**src/rtl/core/q24_8_fixed_point_alu_defines.svh**
```systemverilog
// Assertion macros used by the Q24.8 ALU back.
`ifndef Q24_8_FIXED_POINT_ALU_DEFINES_SVH
`define Q24_8_FIXED_POINT_ALU_DEFINES_SVH

// Same-cycle implication, checked at every rising edge outside reset.
`define Q24_ASSERT_IMP(lbl, ante, cons, msg) \
  lbl: assert property (@(posedge clk) disable iff (!rst_n) (ante) |-> (cons)) else $error(msg);

// Next-cycle implication, checked at every rising edge outside reset.
`define Q24_ASSERT_NXT(lbl, ante, cons, msg) \
  lbl: assert property (@(posedge clk) disable iff (!rst_n) (ante) |=> (cons)) else $error(msg);

`endif

```
**src/rtl/core/q24alu_pkg.sv**
```systemverilog
// Types, mode codes and constants shared by the Q24.8 ALU modules.
`default_nettype none
package q24alu_pkg;

  localparam int DATA_W        = 32;
  localparam int MODE_W        = 4;
  localparam int FRAC_BITS_DEF = 8;
  localparam int QUEUE_DEPTH   = 2;

  localparam logic [MODE_W-1:0] MODE_ADD = 4'd0;
  localparam logic [MODE_W-1:0] MODE_SUB = 4'd1;
  localparam logic [MODE_W-1:0] MODE_MUL = 4'd2;
  localparam logic [MODE_W-1:0] MODE_DIV = 4'd3;
  localparam logic [MODE_W-1:0] MODE_MIN = 4'd4;
  localparam logic [MODE_W-1:0] MODE_MAX = 4'd5;
  localparam logic [MODE_W-1:0] MODE_INC = 4'd6;
  localparam logic [MODE_W-1:0] MODE_DEC = 4'd7;
  localparam logic [MODE_W-1:0] MODE_INT = 4'd8;

  typedef struct packed {
    logic [MODE_W-1:0]        mode;
    logic signed [DATA_W-1:0] operand_a;
    logic signed [DATA_W-1:0] operand_b;
  } in_t;

  typedef struct packed {
    logic signed [DATA_W-1:0] value;
    logic                     less;
    logic                     equal;
    logic                     greater;
    logic                     overflow;
    logic                     div_zero;
  } out_t;

  // A classified word: the input word plus its compare flags.
  typedef struct packed {
    in_t  item;
    logic less;
    logic equal;
    logic greater;
  } cls_t;

  localparam int CLS_W = $bits(cls_t);
  localparam int OUT_W = $bits(out_t);

endpackage
`default_nettype wire

```
**src/rtl/core/q24alu_front.sv**
```systemverilog
// ALU front: takes input words and attaches the signed compare flags.
`default_nettype none
module q24alu_front (
  input  logic                clk,
  input  logic                rst_n,
  input  logic                push,
  output logic                full,
  input  q24alu_pkg::in_t     in_data,
  output logic                fr_valid,
  output q24alu_pkg::cls_t    fr_word,
  input  logic                fr_take
);
  import q24alu_pkg::*;

  logic valid_r, valid_nxt;
  cls_t word_r;
  logic accept;

  assign full      = valid_r && !fr_take;
  assign accept    = push && !full;
  assign valid_nxt = accept || (valid_r && !fr_take);
  assign fr_valid  = valid_r;
  assign fr_word   = word_r;

  always_ff @(posedge clk) begin
    if (!rst_n) begin
      valid_r <= 1'b0;
    end else begin
      valid_r <= valid_nxt;
    end
  end

  always_ff @(posedge clk) begin
    if (accept) begin
      word_r.item    <= in_data;
      word_r.less    <= (in_data.operand_a <  in_data.operand_b);
      word_r.equal   <= (in_data.operand_a == in_data.operand_b);
      word_r.greater <= (in_data.operand_a >  in_data.operand_b);
    end
  end

endmodule
`default_nettype wire

```
**config.mk**
```make
export PLATFORM = sky130hd
export DESIGN_NAME = q24alu_front
export DESIGN_NICKNAME = d
export VERILOG_FILES = /design/src/rtl/core/q24_8_fixed_point_alu_defines.svh /design/src/rtl/core/q24alu_pkg.sv /design/src/rtl/core/q24alu_front.sv
export SDC_FILE = /design/constraint.sdc
export NUM_CORES = 1
export LEC_CHECK = 0
export ABC_AREA = 1
export BUFFER_PORTS_ARGS = -buffer_cell sky130_fd_sc_hd__clkbuf_2
export CAP_MARGIN = 5
export CORE_MARGIN = 1
export CORE_UTILIZATION = 40
export CTS_CLUSTER_DIAMETER = 120
export DETAILED_ROUTE_END_ITERATION = 6
export PLACE_DENSITY = 0.76
export SLEW_MARGIN = 20
export SYNTH_ARGS = -nofsm -noshare
export SYNTH_HDL_FRONTEND = slang
export SYNTH_SLANG_ARGS = --single-unit
```
**constraint.sdc**
```tcl
create_clock -name clk -period 5.45 [get_ports clk]
set_clock_uncertainty 0.05 [all_clocks]
set_input_delay 1.635 -clock clk [delete_from_list [all_inputs] [get_ports clk]]
set_output_delay 1.635 -clock clk [all_outputs]
set_load 0.01 [all_outputs]
```
### Yosys cells after proc, flatten, opt, wreduce, memory -nomap -nowiden

Cells that the tools add are included.

| storage, ports and cells | value |
|---|---|
| output and inout bits | 73 |
| word-level logic and storage cells | 15 |
| flip-flop bits (word level) | 72 |

| cells by class | value |
|---|---|
| reduce and logical (&&, ||, !) cells | 5 |
| order comparisons | 2 |
| equality and inequality tests | 1 |

Operator list:

| kind | number |
|---|---|
| 32-bit equality test | 1 |
| 32-bit greater-than comparator | 1 |
| 32-bit < comparator | 1 |
| 1-bit logical AND | 2 |
| 1-bit logical NOT | 2 |
| 1-bit logical OR | 1 |

### Depth between registers and ports, before layout

| depth | value |
|---|---|
| word-level depth | 5 |
| mapped depth | 16 |
| gate-level depth less buffers | 16 |

### Worst setup path after synthesis

OpenSTA, ideal clock, no wires.

| timing path | value |
|---|---|
| path type | input to register |
| start point | input fr_take |
| end point | register word_r, in the netlist fr_word[0], enable pin |
| buffers on the path | 0 |
| setup time | 0.500 ns |
| slack | 0.135 ns |
| stages | 4 |
| arrival | 4.764 ns |
| data required time | 4.900 ns |
| cell sequence | inv_1 -> nand2_1 -> inv_1 -> nor2_1 |

| between the ends | value |
|---|---|
| cells in the longest elaborated chain, start to end | 4 |

RTL lines:

| element | line | text |
|---|---|---|
| from (decl) | q24alu_front.sv:11 | `input logic fr_take` |
| 1-bit logical NOT | q24alu_front.sv:19 | `assign full = valid_r && !fr_take;` |
| 1-bit logical AND | q24alu_front.sv:19 |  |
| net full | q24alu_front.sv:7 | `output logic full,` |
| 1-bit logical NOT | q24alu_front.sv:20 | `assign accept = push && !full;` |
| 1-bit logical AND | q24alu_front.sv:20 |  |
| net accept | q24alu_front.sv:17 | `logic accept;` |
| to (decl) | q24alu_front.sv:16 | `cls_t word_r;` |

The timed path passes the listed nets, and every way through them passes these cells.
A chain may end at the register's enable or synchronous reset.

### Final worst setup path

| timing path | value |
|---|---|
| start point | input fr_take |
| end point | output full |

| between the ends | value |
|---|---|
| cells in the longest elaborated chain, start to end | 2 |

RTL lines:

| element | line |
|---|---|
| 1-bit logical NOT | q24alu_front.sv:19 |
| 1-bit logical AND | q24alu_front.sv:19 |
| to (decl) | q24alu_front.sv:7 |

No other way between the ends.

==> flow_summary_export.csv <==
group,metric,value,unit
run,max_cap_viol_count,0,
sta,final.setup.tns,0,ns
route,drc,0,
worst_hold_path,worstHoldPathType,"flip-flop to flip-flop",
synth,synth_edf_count,71,
placed_design,gp_congestion,0.758,
placed_design,place_ws,1.69,ns
route,dr.pass1.iters,4,
route,top_layer,"met4",
sta,hold_viol_final,0,
placed_design,dp.cells,471,
sta,max_freq,266,MHz
sta,drv_slew,0,
worst_hold_path,hold_path_depth,2,
route,wl,6.00,mm
global_route,grt-ovfl-total,0,
synth,synth_ff_type,"edfxtp_1",
cells_and_area,syn2layout_area_growth,33.0,%
sta,setup_ws,1.69,ns
sta,setup_viol,0,
clocking,clock_path_buffers,2,
synth,synth_warnings,0,
clocking,cts_setup_buffers,0,
clocking,cts-root-buf,"clkbuf_8",
route,wl_per_cell,12.3,microns
floorplan,core_area,7410,sq um
synth,synth_seq_cells,72,
clocking,cts-hold-fix-buffers,0,
worst_setup_path,cp_slowest_cell,"clkbuf_2",
synth,seq_area_frac_synth,0.686,
power_and_ir_drop,power_density,281,nW/um^2
power_and_ir_drop,ir_drop,0.000149,V
worst_setup_path,worstPathCellList,"clkbuf_2 -> inv_1 -> nand2_1 -> inv_1 -> clkbuf_2",
floorplan,die_area,8200,sq um
clocking,htreeDepth,3,
cells_and_area,drive_gt1_frac,0.464,
worst_setup_path,critPathMaxStageDelay,0.15,ns
cells_and_area,finalInstanceArea,4170,sq um
clocking,cts.sinks,72,
route,route.met2.wl,3.06,mm
clocking,path_clk_slew,0.07,ns
worst_setup_path,critPathArrivalTime,2.08,ns
clocking,clkLatencyLatePin,0.33,ns
power_and_ir_drop,power_leakage,2.03,nW
sta,rsz0062_at_grt,"no",
cells_and_area,antenna_cells,0,
global_route,track_usage,0.156,
sta,post-route-period-util,0.690,
global_route,grt_pass1_vias,2154,
global_route,grt_pass1_wl,9.73,mm
route,ant_nets,0,
sta,worstMarginPinSlew,0.988,ns
global_route,grt_max_degree,38,
synth,synth_nets,331,
synth,synthDistinctLibCells,22,
clocking,cts_tree,"built",
worst_setup_path,cp.required,3.76,ns
route,dr_wl_met3,450,microns
worst_setup_path,worstSetupStartpointType,"input port",
synth,syn_area,3140,sq um
clocking,cts_buffers,9,
synth,syn_avg_cell_area,13.8,sq um
route,met1_length,2.39,mm
sta,min_period,3.76,ns
floorplan,rows,31,
worst_setup_path,r2r_cells,4,
cells_and_area,stdcell_count,487,
route,avgViaCountPerCell,4.42,
placed_design,post-dp-hpwl,4.85,mm
synth,netlist_instances,227,
floorplan,io_pins,145,
worst_setup_path,critPathKind,"input port to output port",
floorplan,die_w,90.6,microns
clocking,cts_resized,0,
floorplan,fp.dieH,90.6,microns
placed_design,placed_area,4010,sq um
synth,ys_async_sr_fraction,0,
placed_design,portBuffers,144,
floorplan,start_util,0.424,
worst_setup_path,cp-end-kind,"output port",
sta,slew_headroom,0.340,
global_route,antenna_found_initial,0,
worst_setup_path,cp_max_fo,2,
route,drt-initial-drc-count,57,
outcome,status,"finished, final reports clean",
route,dr_total_vias,2151,
cells_and_area,fin_nets,487,
-- cell usage after synthesis, types with 2 or more instances --
cell type / n / share of area
nand3_1: 4 / 0.0064
nor2_2: 3 / 0.0060
a21oi_1: 10 / 0.016
o21ai_0: 2 / 0.0032
inv_1: 43 / 0.051
nor2_4: 2 / 0.0072
nand2_2: 7 / 0.014
nand2_1: 31 / 0.037
nor2_1: 10 / 0.012
nand3_2: 2 / 0.0064
edfxtp_1: 71 / 0.68
ha_1: 32 / 0.13
-- power breakdown --
group	switching [mW]	internal, mW
sequential	0.00848	0.648
clock	0.191	0.162
combinational	0.0940	0.0689
-- path summary, 6_finish.rpt --
check	startpoint	to	slack, ns
worst min register to register	fr_valid$_SDFF_PN0_	fr_valid$_SDFF_PN0_	0.47
worst min-delay path	fr_valid$_SDFF_PN0_	fr_valid$_SDFF_PN0_	0.47
worst max register to register	fr_valid$_SDFF_PN0_	fr_word[64]$_DFFE_PP_	3.52
worst max-delay path	fr_take	full	1.69
-- kinds of logic after synthesis --
group,count (synthesis),synth area share
adders and majority gates,32,0.128
and+or+nand+nor,63,0.102
AOI/OAI and AO/OA,16,0.0319
DFF,72,0.686
buffers and inverters,44,0.0526
-- worst max-delay path, delay by kind of cell --
kind	cells	cell delay, ns
buffers and inverters	4	0.38
and+or+nand+nor	1	0.06
-- cell type report --
class,count,area (sq um)
Sequential cell,72,2150
Timing Repair Buffer,145,741
Multi-Input combinational cell,111,828
Inverter,44,165
Clock inverter,6,36.3
Tap cell,99,124
Clock buffer,10,128
Fill cell,665,3230
-- stage by stage --
step                      hold WS, ns  utilization  power, mW
after floorplan                 0.464            -      0.757
after global placement          0.434        0.541      0.829
after detailed placement        0.468        0.541      0.835
after CTS                       0.479        0.563       1.19
after global routing            0.521        0.563       1.23
final                           0.475        0.563       1.17
-- flip-flops by register name, summed over array words and instances (netlist names) --
signal,cells
fr_word,71
fr_valid,1
-- cells in the final DEF (no fill, tap or decap) --
| cell | instances |
|---|---|
| nor3_2 | 1 |
| clkbuf_1 | 1 |
| nand2_1 | 31 |
| a21o_1 | 1 |
| clkinv_2 | 2 |
| a21oi_1 | 10 |
| clkbuf_2 | 144 |
| inv_2 | 1 |
| nor2_2 | 3 |
| edfxtp_1 | 71 |
| dfxtp_1 | 1 |
| a21oi_2 | 1 |
| nor3b_2 | 1 |
| a21boi_0 | 1 |
| clkinvlp_4 | 3 |
| clkinv_1 | 1 |
| o21ai_0 | 2 |
| inv_1 | 43 |
| nand2_2 | 7 |
| a21oi_4 | 1 |
| nor2_4 | 3 |
| nand3_1 | 4 |
| ha_1 | 32 |
| nor4_2 | 1 |
| clkbuf_8 | 9 |
| nor2_1 | 9 |
| buf_12 | 1 |
| nand4_1 | 1 |
| nand3_2 | 2 |
-- metal layers --
layer | GRT usage | vias up
met2 | 0.275 | 84
met4 | 0.0685 | 0
met1 | 0.172 | 965
met5 | 0 | -
li1 | - | 1093
met3 | 0.0471 | 9
Power figures use the tool's default switching activity.
