==> src/rtl/core/q24_8_fixed_point_alu_defines.svh <==
// Assertion macros used by the Q24.8 ALU back.
`ifndef Q24_8_FIXED_POINT_ALU_DEFINES_SVH
`define Q24_8_FIXED_POINT_ALU_DEFINES_SVH

// Same-cycle implication, checked at every rising edge outside reset.
`define Q24_ASSERT_IMP(lbl, ante, cons, msg) \
  lbl: assert property (@(posedge clk) disable iff (!rst_n) (ante) |-> (cons)) else $error(msg);

// Next-cycle implication, checked at every rising edge outside reset.
`define Q24_ASSERT_NXT(lbl, ante, cons, msg) \
  lbl: assert property (@(posedge clk) disable iff (!rst_n) (ante) |=> (cons)) else $error(msg);

`endif

==> src/rtl/core/q24alu_fifo.sv <==
// Small register queue used between the ALU front, back and result port.
`default_nettype none
module q24alu_fifo #(
  parameter int W     = 8,
  parameter int DEPTH = 2
) (
  input  logic         clk,
  input  logic         rst_n,
  input  logic         wr_en,
  input  logic [W-1:0] wr_data,
  output logic         full,
  input  logic         rd_en,
  output logic [W-1:0] rd_data,
  output logic         empty
);

  localparam int AW = (DEPTH > 1) ? $clog2(DEPTH) : 1;
  localparam int CW = $clog2(DEPTH + 1);

  logic [W-1:0]  mem_r [0:DEPTH-1];
  logic [AW-1:0] wptr_r, wptr_nxt, rptr_r, rptr_nxt;
  logic [CW-1:0] cnt_r, cnt_nxt;
  logic          do_wr, do_rd;

  assign full    = (cnt_r == CW'(DEPTH));
  assign empty   = (cnt_r == '0);
  assign do_wr   = wr_en && !full;
  assign do_rd   = rd_en && !empty;
  assign rd_data = mem_r[rptr_r];

  always_comb begin
    wptr_nxt = wptr_r;
    rptr_nxt = rptr_r;
    cnt_nxt  = cnt_r;
    if (do_wr) begin
      wptr_nxt = (wptr_r == AW'(DEPTH - 1)) ? '0 : wptr_r + AW'(1);
    end
    if (do_rd) begin
      rptr_nxt = (rptr_r == AW'(DEPTH - 1)) ? '0 : rptr_r + AW'(1);
    end
    if (do_wr && !do_rd) begin
      cnt_nxt = cnt_r + CW'(1);
    end else if (do_rd && !do_wr) begin
      cnt_nxt = cnt_r - CW'(1);
    end
  end

  always_ff @(posedge clk) begin
    if (!rst_n) begin
      wptr_r <= '0;
      rptr_r <= '0;
      cnt_r  <= '0;
    end else begin
      wptr_r <= wptr_nxt;
      rptr_r <= rptr_nxt;
      cnt_r  <= cnt_nxt;
    end
  end

  always_ff @(posedge clk) begin
    if (do_wr) begin
      mem_r[wptr_r] <= wr_data;
    end
  end

endmodule
`default_nettype wire

==> config.mk <==
export PLATFORM = sky130hd
export DESIGN_NAME = q24alu_fifo
export DESIGN_NICKNAME = d
export VERILOG_FILES = /design/src/rtl/core/q24_8_fixed_point_alu_defines.svh /design/src/rtl/core/q24alu_fifo.sv
export SDC_FILE = /design/constraint.sdc
export NUM_CORES = 1
export LEC_CHECK = 0
export BUFFER_PORTS_ARGS = -buffer_cell sky130_fd_sc_hd__buf_2
export CAP_MARGIN = 10
export CORE_MARGIN = 2
export CORE_UTILIZATION = 46
export CTS_BUF_LIST = sky130_fd_sc_hd__clkbuf_2 sky130_fd_sc_hd__clkbuf_4 sky130_fd_sc_hd__clkbuf_8
export CTS_CLUSTER_DIAMETER = 80
export DETAILED_ROUTE_END_ITERATION = 10
export PLACE_DENSITY_LB_ADDON = 0.12
export SYNTH_ARGS = -nofsm -noshare
export SYNTH_HDL_FRONTEND = slang
export SYNTH_SLANG_ARGS = --single-unit
export TNS_END_PERCENT = 1
==> constraint.sdc <==
create_clock -name clk -period 4.9 [get_ports clk]
set_clock_uncertainty 0.2 [all_clocks]
set_input_delay 1.47 -clock clk [delete_from_list [all_inputs] [get_ports clk]]
set_output_delay 1.47 -clock clk [all_outputs]
set_load 0.005 [all_outputs]
[Word level (Yosys, flattened, before mapping)]
Memory sizes are Yosys's and may differ from the RTL's. A register that Yosys moved wholly into a read port is not among the register bits.
Cells that the tools add are included.
Storage, ports and cells
  register bits after elaboration: 4
  memory bits (writable): 16
  bits of input ports: 12
  output and inout bits: 10
  memories: 1
Memory list
  mem_r: words 2, bits a word 8, read ports 1, clocked after Yosys merged registers in 1, wr ports 1, line q24alu_fifo.sv:20  | logic [W-1:0] mem_r [0:DEPTH-1];
Cells by class
  add/subtract/negate cells: 4
  eq/ne operators: 1
  muxes and demuxes: 8
  reduce and logical (&&, ||, !) cells: 10
Operators by type and width (count)
  two-way mux 1 bit: 6
  logical AND 1 bit: 4
  logical NOT 1 bit: 4
  two-way mux 2 bit: 2
  adder 1 bit, second input constant: 2
  adder 2 x 1 -> 2 bit, second input constant: 1
  == test 2 bit, second input constant: 1
  logical NOT 2 bit: 1
  nonzero test 2 bit: 1
  subtractor 2 x 1 -> 2 bit, second input constant: 1

[Depth between registers and ports, before layout]
Gate-level depths: netlist (run 1).
  depth after elaboration: 7
  mapped depth: 7

[Least setup slack after synthesis (run 1)]
OpenSTA, ideal clock, no wires.
  path kind: input to register
  from: input rd_en
  to: register cnt_r[1]
  setup time: 0.070 ns
  data arrival time: 2.333 ns
  required time: 4.630 ns
  setup slack: 2.297 ns
  stages on the path: 4
  buffers on the path: 0
  cell sequence: o21ai_1 > ha_1 > or3_1 > a21boi_1
On the way
  longest elaborated chain between the ends: 4
  elaborated cells between the ends (all ways): 6
  those cells by class: mux (1); reduce/logical (5)
Ends and longest elaborated chain
  start: declaration: line q24alu_fifo.sv:12  | input logic rd_en,
  logical AND 1 bit (*): line q24alu_fifo.sv:28  | assign do_rd = rd_en && !empty;
  logical NOT 1 bit: line q24alu_fifo.sv:41  | if (do_wr && !do_rd) begin
  logical AND 1 bit: line q24alu_fifo.sv:41
  two-way mux 2 bit / nonzero test 2 bit (equally long branches)
  end signal: assignment: line q24alu_fifo.sv:56  | cnt_r <= cnt_nxt;
  end: declaration: line q24alu_fifo.sv:22  | logic [CW-1:0] cnt_r, cnt_nxt;
Every way passes the cells marked *; elsewhere a longest branch is shown, timed or not.
A chain may end at the register's enable or synchronous reset.

==> run_results.csv, run 1 <==
group,metric,value,unit
yosys,synth_top_area_frac,0.594,
floorplan,rows,15,
detailed_routing,routed_wirelength,1100,um
sta,slew_viol_final,0,
yosys,avgSynthCellArea,16.2,um2
detailed_routing,firstDrtPassIters,3,
layout,fin_util,0.569,
global_routing,grt_overflow,0,
pwr,max-vdd-ir-drop,0.235,mV
detailed_routing,avgRoutedWirePerCell,12.1,um
cts,clock_latency,0.28,ns
cts,path_clk_slew,0.10,ns
floorplan,start_util,0.479,
yosys,ys_seq_elements,21,
status,outcome,"complete, no violations",
run,maxCapViolations,0,
sta,fin_crit_sh,0.613,
global_routing,first_global_vias,438,
pwr,p_leak,0.382,nW
global_routing,antenna_found_initial,0,
yosys,synth_cell_types,20,
critical_path,setup.worst_path.end_class,"output port",
sta,period_needed,3.00,ns
layout,fin_cells,91,
cts,cts_buffer_depth,2,
placement,place_congestion,0.665,
cts,cts-root-buf,"clkbuf_4",
cts,cts_hold_buf,0,
placement,dp_cells,87,
sta,hold_slack,0.329,ns
detailed_routing,drc,0,
sta,rsz0062_at_grt,"no",
sta,fmax,333,MHz
yosys,ys_top_cells_by_area,"edfxtp_1, dfxtp_1, mux2_2",
sta,setup_viol,0,
critical_path,crit_arrival,1.33,ns
cts,cts_tree,"yes",
sta,slew_headroom,0.536,
critical_path,path_max_fanout,8,
global_routing,grt_first_pass_wirelength,1720,um
detailed_routing,drt_iter0_markers,1,
yosys,yosysSeqAreaShare,0.717,
global_routing,track_usage,0.119,
layout,area_delta_synth_final,18.7,%
sta,worstMarginPinSlew,0.693,ns
floorplan,die_h,46.0,um
detailed_routing,via_count,457,
critical_path,critical_path_required,3.23,ns
layout,nets,88,
global_routing,grt_max_degree,12,
floorplan,coreArea,0.00169,mm2
floorplan,ios,22,
floorplan,die_w,46.0,um
placement,dp_hpwl,855,um
yosys,yosys.area.top_type,"edfxtp_1",
layout,drive_gt1_frac,0.473,
cts,post_cts_buffers,0,
yosys,synth_area,810,um2
cts,ctsResizeCount,0,
critical_path,critical_path_class,"reg2out",
cts,cts.sinks,21,
sta,hold_violations,0,
cts,numCtsBuffers,3,
pwr,power_density,484,mW/mm2
yosys,synth_cells,50,
hold_path,holdCritPathClass,"reg2reg",
floorplan,die_area,0.00211,mm2
yosys,synthesis.nets,63,
placement,io_buffers,21,
sta,tns,0,ns
detailed_routing,ant_nets,0,
layout,n_antenna_cell,0,
yosys,ys_warn_count,0,
critical_path,startpoint_type,"flip-flop",
layout,fill_cells,153,
detailed_routing,routed_via_density,5.02,
cts,h-tree-depth,1,
==> flip-flops by register name (all words and copies together), names as in the netlist, named ones only <==
| signal | flops |
|---|---|
| cnt_r | 2 |
| mem_r | 16 |
| wptr_r | 1 |
| rptr_r | 1 |
==> cell families (layout without fill, tap and decap cells) <==
kind of cell	Yosys count	after routing	synth area share
AO/OA/AOI/OAI	5	5	0.0402
XOR/XNOR	3	3	0.0325
adder cells (fa/ha/maj)	1	1	0.0155
buffers and inverters	3	27	0.0154
flip-flops	21	21	0.717
multiplexers	8	8	0.111
AND/OR/NAND/NOR	9	9	0.0680
==> cell usage in the layout, fill, tap and decap left out, drive strengths merged, types with 2 or more instances in the layout <==
| cell type | n |
|---|---|
| buf | 21 |
| a21boi | 2 |
| edfxtp | 16 |
| and2 | 3 |
| clkbuf | 4 |
| nor2 | 2 |
| o21ai | 2 |
| dfxtp | 5 |
| mux2 | 8 |
| inv | 2 |
| xnor2 | 2 |
==> metrics by stage <==
step	worst slack [ns]	total power [mW]	instance area, um2
global route	1.80	0.501	961
floorplan	2.30	0.343	810
detailed placement	2.10	0.390	931
finish	1.90	0.465	961
CTS	1.85	0.473	961
global placement	2.11	0.390	931
==> metal layers <==
metal / global-route usage / routed length (um) / vias to the layer above
li1: - / - / 232
met1: 0.141 / 506 / 214
met2: 0.206 / 559 / 11
met3: 0.0238 / 36 / 0
met4: 0.0514 / 0 / 0
met5: 0 / 0 / -
==> where the power goes <==
group | internal, mW | leakage (nW) | switching (mW)
sequential | 0.227 | 0.191 | 0.0231
combinational | 0.0761 | 0.173 | 0.0559
clock | 0.0371 | 0.0184 | 0.0452
==> cells in the mapped netlist <==
cell       n
edfxtp_1  16
and3_1     1
buf_2      1
inv_2      1
ha_1       1
mux2_2     8
a21boi_0   1
o21ai_1    1
inv_1      1
dfxtp_1    5
o21a_1     1
nor2_1     2
and2_1     3
o21ai_0    1
or3_1      1
a21boi_1   1
nand2b_1   1
nor3_2     1
xnor2_1    2
xor2_1     1
==> final timing paths <==
| check | end | start | slack (ns) | depth (start not counted) |
|---|---|---|---|---|
| setup / recovery | rd_data[1] | flip-flop | 1.90 | 2 |
| hold / removal | cnt_r[1]$_SDFFE_PN0P_ | cnt_r[1]$_SDFFE_PN0P_ | 0.33 | 2 |
| setup reg to reg | cnt_r[1]$_SDFFE_PN0P_ | cnt_r[0]$_SDFFE_PN0P_ | 3.15 | 6 |
| hold reg to reg | cnt_r[1]$_SDFFE_PN0P_ | cnt_r[1]$_SDFFE_PN0P_ | 0.33 | 2 |
==> critical path, stage by stage, from the launching register on <==
cell,delay [ns]
dfxtp_1,0.55
mux2_2,0.38
buf_2,0.12
==> final cells by class <==
type / instances / area (um2) / share of cell area
Multi-Input combinational cell: 26 / 216 / 0.225
Tap cell: 17 / 21.3 / 0.0221
Timing Repair Buffer: 21 / 105 / 0.109
Clock buffer: 4 / 30.0 / 0.0312
Inverter: 2 / 7.51 / 0.00781
Sequential cell: 21 / 581 / 0.604
Power figures use the tool's default switching activity.
==> inputs of run 2 (changes only) <==
- ABC_AREA: not set -> 1
- clock period: 4.9 -> 2.6 ns (I/O delays scaled with it)
==> run 2 against run 1 <==
Die area increased by 1.6%; count of clock-buffer cells in the layout unchanged; largest cell class unchanged; via count increased by 11%; worst hold slack got worse by 0.012 ns; first-iteration DRC count increased to 6.0 times the previous value; synthesized cell count increased by 26%; register-to-register slack got worse by 2.2 ns; utilization increased by 1.6 points; sequential power increased by 87%; synthesized area increased by 1.7%; critical endpoint is now rd_data[2].
==> run_results.csv, run 2 <==
group,metric,value,unit
detailed_routing,drc,0,
sta,hold_violations,0,
hold_path,hp-start,"wptr_r$_SDFFE_PN0N_",
cts,cts.sinks,21,
cts,cts_tree,"yes",
cts,cts_hold_buf,0,
detailed_routing,avgRoutedWirePerCell,9.74,um
sta,tns,0,ns
detailed_routing,firstDrtPassIters,3,
sta,fmax,432,MHz
sta,rsz0062_at_grt,"no",
cts,numCtsBuffers,3,
critical_path,path_max_fanout,8,
critical_path,crit_arrival,1.33,ns
global_routing,grt_first_pass_wirelength,1820,um
yosys,ys_top_cells_by_area,"edfxtp_1, dfxtp_1, mux2_2",
pwr,power_density,876,mW/mm2
pwr,power.switching,0.253,mW
yosys,synthesis.nets,76,
cts,post_cts_buffers,0,
sta,setup_viol,0,
detailed_routing,maxUsedRoutingLayer,"met4",
yosys,synthArstFlopShare,0,
pwr,swShare,0.288,
yosys,synth_area,823,um2
global_routing,first_global_vias,474,
floorplan,ios,22,
layout,n_antenna_cell,0,
yosys,avgSynthCellArea,13.1,um2
layout,largestRegisters,"mem_r x16, cnt_r x2",
global_routing,grt_overflow,0,
detailed_routing,drt_iter0_markers,6,
layout,nets,103,
yosys,synth_cell_types,15,
run,maxCapViolations,0,
global_routing,grt_max_degree,12,
pwr,power.share.sequential,0.533,
critical_path,startpoint_type,"flip-flop",
yosys,yosys.area.top_type,"edfxtp_1",
detailed_routing,route.met3.wl,65,um
detailed_routing,routed-wl-met2,538,um
cts,cts-root-buf,"clkbuf_4",
detailed_routing,routed_wirelength,1110,um
layout,final_common_cell,"buf_2",
critical_path,r2r_slack,1.00,ns
cts,ctsResizeCount,0,
pwr,p_leak,0.422,nW
cts,h-tree-depth,1,
yosys,synth_top_area_frac,0.584,
pwr,p_clk_frac,0.178,
pwr,p_total,0.876,mW
status,outcome,"complete, no violations",
global_routing,antenna_found_initial,0,
cts,path_clk_slew,0.11,ns
detailed_routing,met1_length,497,um
yosys,synth_edf_count,16,
layout,largest_reg_flops,16,
placement,place_congestion,0.729,
detailed_routing,routed_via_density,4.44,
yosys,synth_cells,63,
floorplan,die_area,0.00214,mm2
pwr,pwr-share-comb,0.289,
yosys,yosysSeqAreaShare,0.705,
layout,regMostFlops,"mem_r",
hold_path,hold_depth,2,
layout,area_delta_synth_final,21.4,%
hold_path,min_to,"wptr_r$_SDFFE_PN0N_",
layout,regArea,581,um2
cts,clock_latency,0.29,ns
yosys,synth_ff_type,"edfxtp_1",
sta,fin_crit_sh,0.890,
critical_path,critical_path_class,"reg2out",
yosys,ys_warn_count,0,
yosys,synth_most_common_cell,"edfxtp_1",
hold_path,holdCritPathClass,"reg2reg",
detailed_routing,ant_nets,0,
critical_path,r2r_cells,9,
yosys,ys_seq_elements,21,
sta,slew_headroom,0.765,
pwr,p_int,0.623,mW
floorplan,rows,15,
floorplan,coreArea,0.00171,mm2
floorplan,start_util,0.482,
critical_path,setup.worst_path.end_class,"output port",
layout,fill_cells,157,
floorplan,die_h,46.3,um
placement,io_buffers,21,
pwr,max-vdd-ir-drop,0.434,mV
critical_path,reg2reg_to,"cnt_r[1]$_SDFFE_PN0P_",
layout,multi_input_area,204,um2
critical_path,critical_path_required,1.62,ns
layout,drive_gt1_frac,0.427,
placement,dp_hpwl,854,um
sta,worstMarginPinSlew,0.352,ns
global_routing,track_usage,0.125,
sta,period_needed,2.31,ns
critical_path,reg2reg_from,"cnt_r[1]$_SDFFE_PN0P_",
sta,slew_viol_final,0,
layout,fin_util,0.585,
detailed_routing,via_count,506,
cts,cts_buffer_depth,2,
floorplan,die_w,46.3,um
yosys,yosys-top-cells-count,"edfxtp_1, nor2_1, inv_1, mux2_2, nand2_1",
layout,most-common-layout-cells,"buf_2, edfxtp_1, nor2_1, mux2_2, inv_1",
run 2: changes by cell type in the layout (fill, tap and decap cells not counted), sizes merged, moves of 2 or more:
cell / before / now
nor2: 2 / 11
and2: 3 / 0
inv: 2 / 9
nand2: 0 / 6
xnor2: 2 / 0
a21boi: 2 / 0
buf: 21 / 23
run 2: layout make-up:
cell class / instances / share of cell area
inverters: 9 / 0.0338
clock buffers: 4 / 0.0300
multi-input cells: 32 / 0.204
flip-flops and latches: 21 / 0.581
repair buffers: 23 / 0.120
well taps: 25 / 0.0313
run 2: critical path, cell delays in order, from the launching register on:
cell and delay, ns:
dfxtp_1 0.55, mux2_2 0.38, buf_2 0.12
run 2: metrics by stage:
| stage | std cells | hold WS, ns | instance area (um2) | setup WS (ns) |
|---|---|---|---|---|
| 6_report | 114 | 0.317 | 1000 | 0.286 |
| 5_1_grt | 114 | 0.344 | 1000 | 0.208 |
| 4_1_cts | 114 | 0.317 | 1000 | 0.263 |
| 3_5_place_dp | 110 | 0.294 | 970 | 0.598 |
| 3_3_place_gp | 110 | 0.280 | 970 | 0.581 |
| 2_1_floorplan | 63 | 0.267 | 823 | 0.768 |
run 2: how the worst max path moves through the flow:
stage,endpoint,slack [ns],cells past startpoint
3_5_place_dp,rd_data[2],0.60,2
5_1_grt,rd_data[3],0.21,2
3_3_place_gp,rd_data[2],0.58,2
6_report,rd_data[2],0.29,2
2_1_floorplan,cnt_r[1]$_SDFFE_PN0P_,0.77,9
4_1_cts,rd_data[2],0.26,2
run 2: metal layers:
metal | vias up | GRT usage
met3 | 2 | 0.0392
met1 | 225 | 0.148
met4 | 0 | 0.0514
li1 | 267 | -
met2 | 12 | 0.208
met5 | - | 0
run 2: power groups by stage:
stage / Sequential, mW / Combinational [mW] / Clock, mW
after floorplan: 0.457 / 0.181 / 0
after global placement: 0.475 / 0.252 / 0
after detailed placement: 0.475 / 0.258 / 0
after CTS: 0.468 / 0.259 / 0.160
after global routing: 0.477 / 0.294 / 0.168
final: 0.467 / 0.253 / 0.156
run 2: kinds of logic after synthesis:
logic type	share of synthesized area
compound gates	0.0289
simple gates	0.0942
buf+inv	0.0471
flops	0.705
mux	0.109
fa+ha+maj	0.0152
==> inputs of run 3 (changes only) <==
==> constraint.sdc (replaced) <==
create_clock -name clk -period 2.6 [get_ports clk]
set_clock_uncertainty 0.2 [all_clocks]
set_input_delay 0.26 -clock clk [delete_from_list [all_inputs] [get_ports clk]]
set_output_delay 0.26 -clock clk [all_outputs]
set_load 0.005 [all_outputs]
==> run 3 against run 2 <==
Critical path depth did not move; worst setup slack improved by 0.52 ns; first-iteration DRC count rose to 2.5 times the previous value; design area rose by 6.3%; combinational power barely moved; critical path type unchanged; critical endpoint is now rd_data[4].
==> run_results.csv, run 3 (synthesis results as in run 2) <==
group,metric,value,unit
layout,n_antenna_cell,0,
detailed_routing,routed_via_density,4.42,
critical_path,crit_arrival,1.33,ns
layout,drive_gt1_frac,0.379,
sta,worstMarginPinSlew,0.686,ns
global_routing,grt_max_degree,13,
sta,period_needed,1.79,ns
detailed_routing,firstDrtPassIters,4,
critical_path,critPathTopFamily,"flip-flops",
critical_path,endpoint,"rd_data[4]",
global_routing,grt_first_pass_wirelength,1880,um
floorplan,coreArea,0.00171,mm2
critical_path,reg2reg_to,"mem_r[0][5]$_DFFE_PP_",
critical_path,path_max_fanout,8,
critical_path,r2r_cells,2,
placement,io_buffers,21,
sta,tns,0,ns
hold_path,holdCritPathClass,"in2reg",
layout,area_delta_synth_final,29.0,%
critical_path,critical_path_required,2.14,ns
floorplan,rows,15,
placement,place_congestion,0.710,
cts,numCtsBuffers,3,
critical_path,startpoint_type,"flip-flop",
floorplan,start_util,0.482,
cts,clock_latency,0.29,ns
floorplan,die_h,46.3,um
layout,nets,109,
pwr,max-vdd-ir-drop,0.475,mV
detailed_routing,drt_iter0_markers,15,
floorplan,ios,22,
sta,setup_viol,0,
detailed_routing,avgRoutedWirePerCell,10.1,um
layout,fin_util,0.622,
pwr,power_density,819,mW/mm2
layout,final_common_cell,"buf_2",
cts,path_clk_slew,0.11,ns
cts,cts_buffer_depth,2,
critical_path,cp_slowest_cell,"dfxtp_1",
detailed_routing,via_count,530,
cts,cts_tree,"yes",
global_routing,track_usage,0.130,
status,outcome,"complete, no violations",
layout,largestRegisters,"mem_r x16, cnt_r x2",
sta,slew_headroom,0.541,
layout,largest_reg_flops,16,
detailed_routing,routed_wirelength,1210,um
sta,slew_viol_final,0,
detailed_routing,drc,0,
cts,cts-root-buf,"clkbuf_4",
global_routing,first_global_vias,497,
sta,hold_violations,0,
sta,fmax,557,MHz
sta,fin_crit_sh,0.690,
global_routing,grt_overflow,0,
critical_path,cp_num_buf_inv,1,
critical_path,path_cells,"mux2_2 -> buf_2",
critical_path,setup.worst_path.end_class,"output port",
cts,cts.sinks,21,
pwr,p_total,0.870,mW
pwr,p_leak,0.444,nW
placement,dp_hpwl,848,um
global_routing,antenna_found_initial,0,
critical_path,r2r_slack,0.96,ns
floorplan,die_area,0.00214,mm2
critical_path,path_depth,2,
critical_path,critical_path_class,"reg2out",
critical_path,reg2reg_from,"cnt_r[0]$_SDFFE_PN0P_",
run,maxCapViolations,0,
layout,most-common-layout-cells,"buf_2, edfxtp_1, nor2_1",
layout,regMostFlops,"mem_r",
floorplan,die_w,46.3,um
sta,rsz0062_at_grt,"no",
cts,h-tree-depth,1,
detailed_routing,ant_nets,0,
critical_path,cp_slowest_stage_delay,0.54,ns
run 3: layout make-up:
class	instances	area, um2
clock buffers	3	22.5
clock inverters	1	5.00
fillers	150	646
inverters	9	33.8
multi-input cells	32	204
flip-flops and latches	21	581
well taps	25	31.3
repair buffers	29	185
run 3: what timing repair did:
action | in CTS | in global routing
hold buffers | 8 | 0
hold endpoints to repair | 16 | 0
gates resized for setup | 0 | 0
buffers inserted | 0 | 0
run 3: metrics by stage:
step | hold WS (ns) | std cells | setup slack [ns] | cell area [um2]
global route | 0.0376 | 120 | 0.732 | 1060
finish | 0.0153 | 120 | 0.805 | 1060
global placement | 0.248 | 108 | 0.987 | 955
CTS | 0.00896 | 120 | 0.743 | 1060
floorplan | 0.159 | 63 | 1.11 | 823
detailed placement | 0.251 | 108 | 0.952 | 955
run 3: report_power, final:
part	leakage [nW]	total [mW]	switching (mW)	internal, mW
clock network	0.0177	0.149	0.0916	0.0572
registers	0.191	0.467	0.0386	0.429
logic	0.236	0.253	0.128	0.126
total	0.444	0.870	0.258	0.612
run 3: worst min path at each step:
| stage | from | to | slack [ns] | cells past startpoint |
|---|---|---|---|---|
| 6_report | rst_n | cnt_r[1]$_SDFFE_PN0P_ | 0.02 | 3 |
| 5_1_grt | rst_n | cnt_r[1]$_SDFFE_PN0P_ | 0.04 | 3 |
| 4_1_cts | rst_n | cnt_r[1]$_SDFFE_PN0P_ | 0.009 | 3 |
| 3_5_place_dp | wr_data[0] | mem_r[1][0]$_DFFE_PP_ | 0.25 | 1 |
| 3_3_place_gp | wr_data[3] | mem_r[1][3]$_DFFE_PP_ | 0.25 | 1 |
| 2_1_floorplan | wr_data[0] | mem_r[0][0]$_DFFE_PP_ | 0.16 | 0 |
run 3: tightest hold or removal path, delay by kind of cell:
kind,cells,cell delay (ns)
simple gates,2,0.09
buf+inv,1,0.12
run 3: routing by layer:
layer / global-route usage / routed length, um / vias to the layer above
met4: 0.0857 / 9 / 0
met2: 0.208 / 587 / 12
met1: 0.160 / 567 / 237
met5: 0 / 0 / -
li1: - / - / 279
met3: 0.0235 / 46 / 2
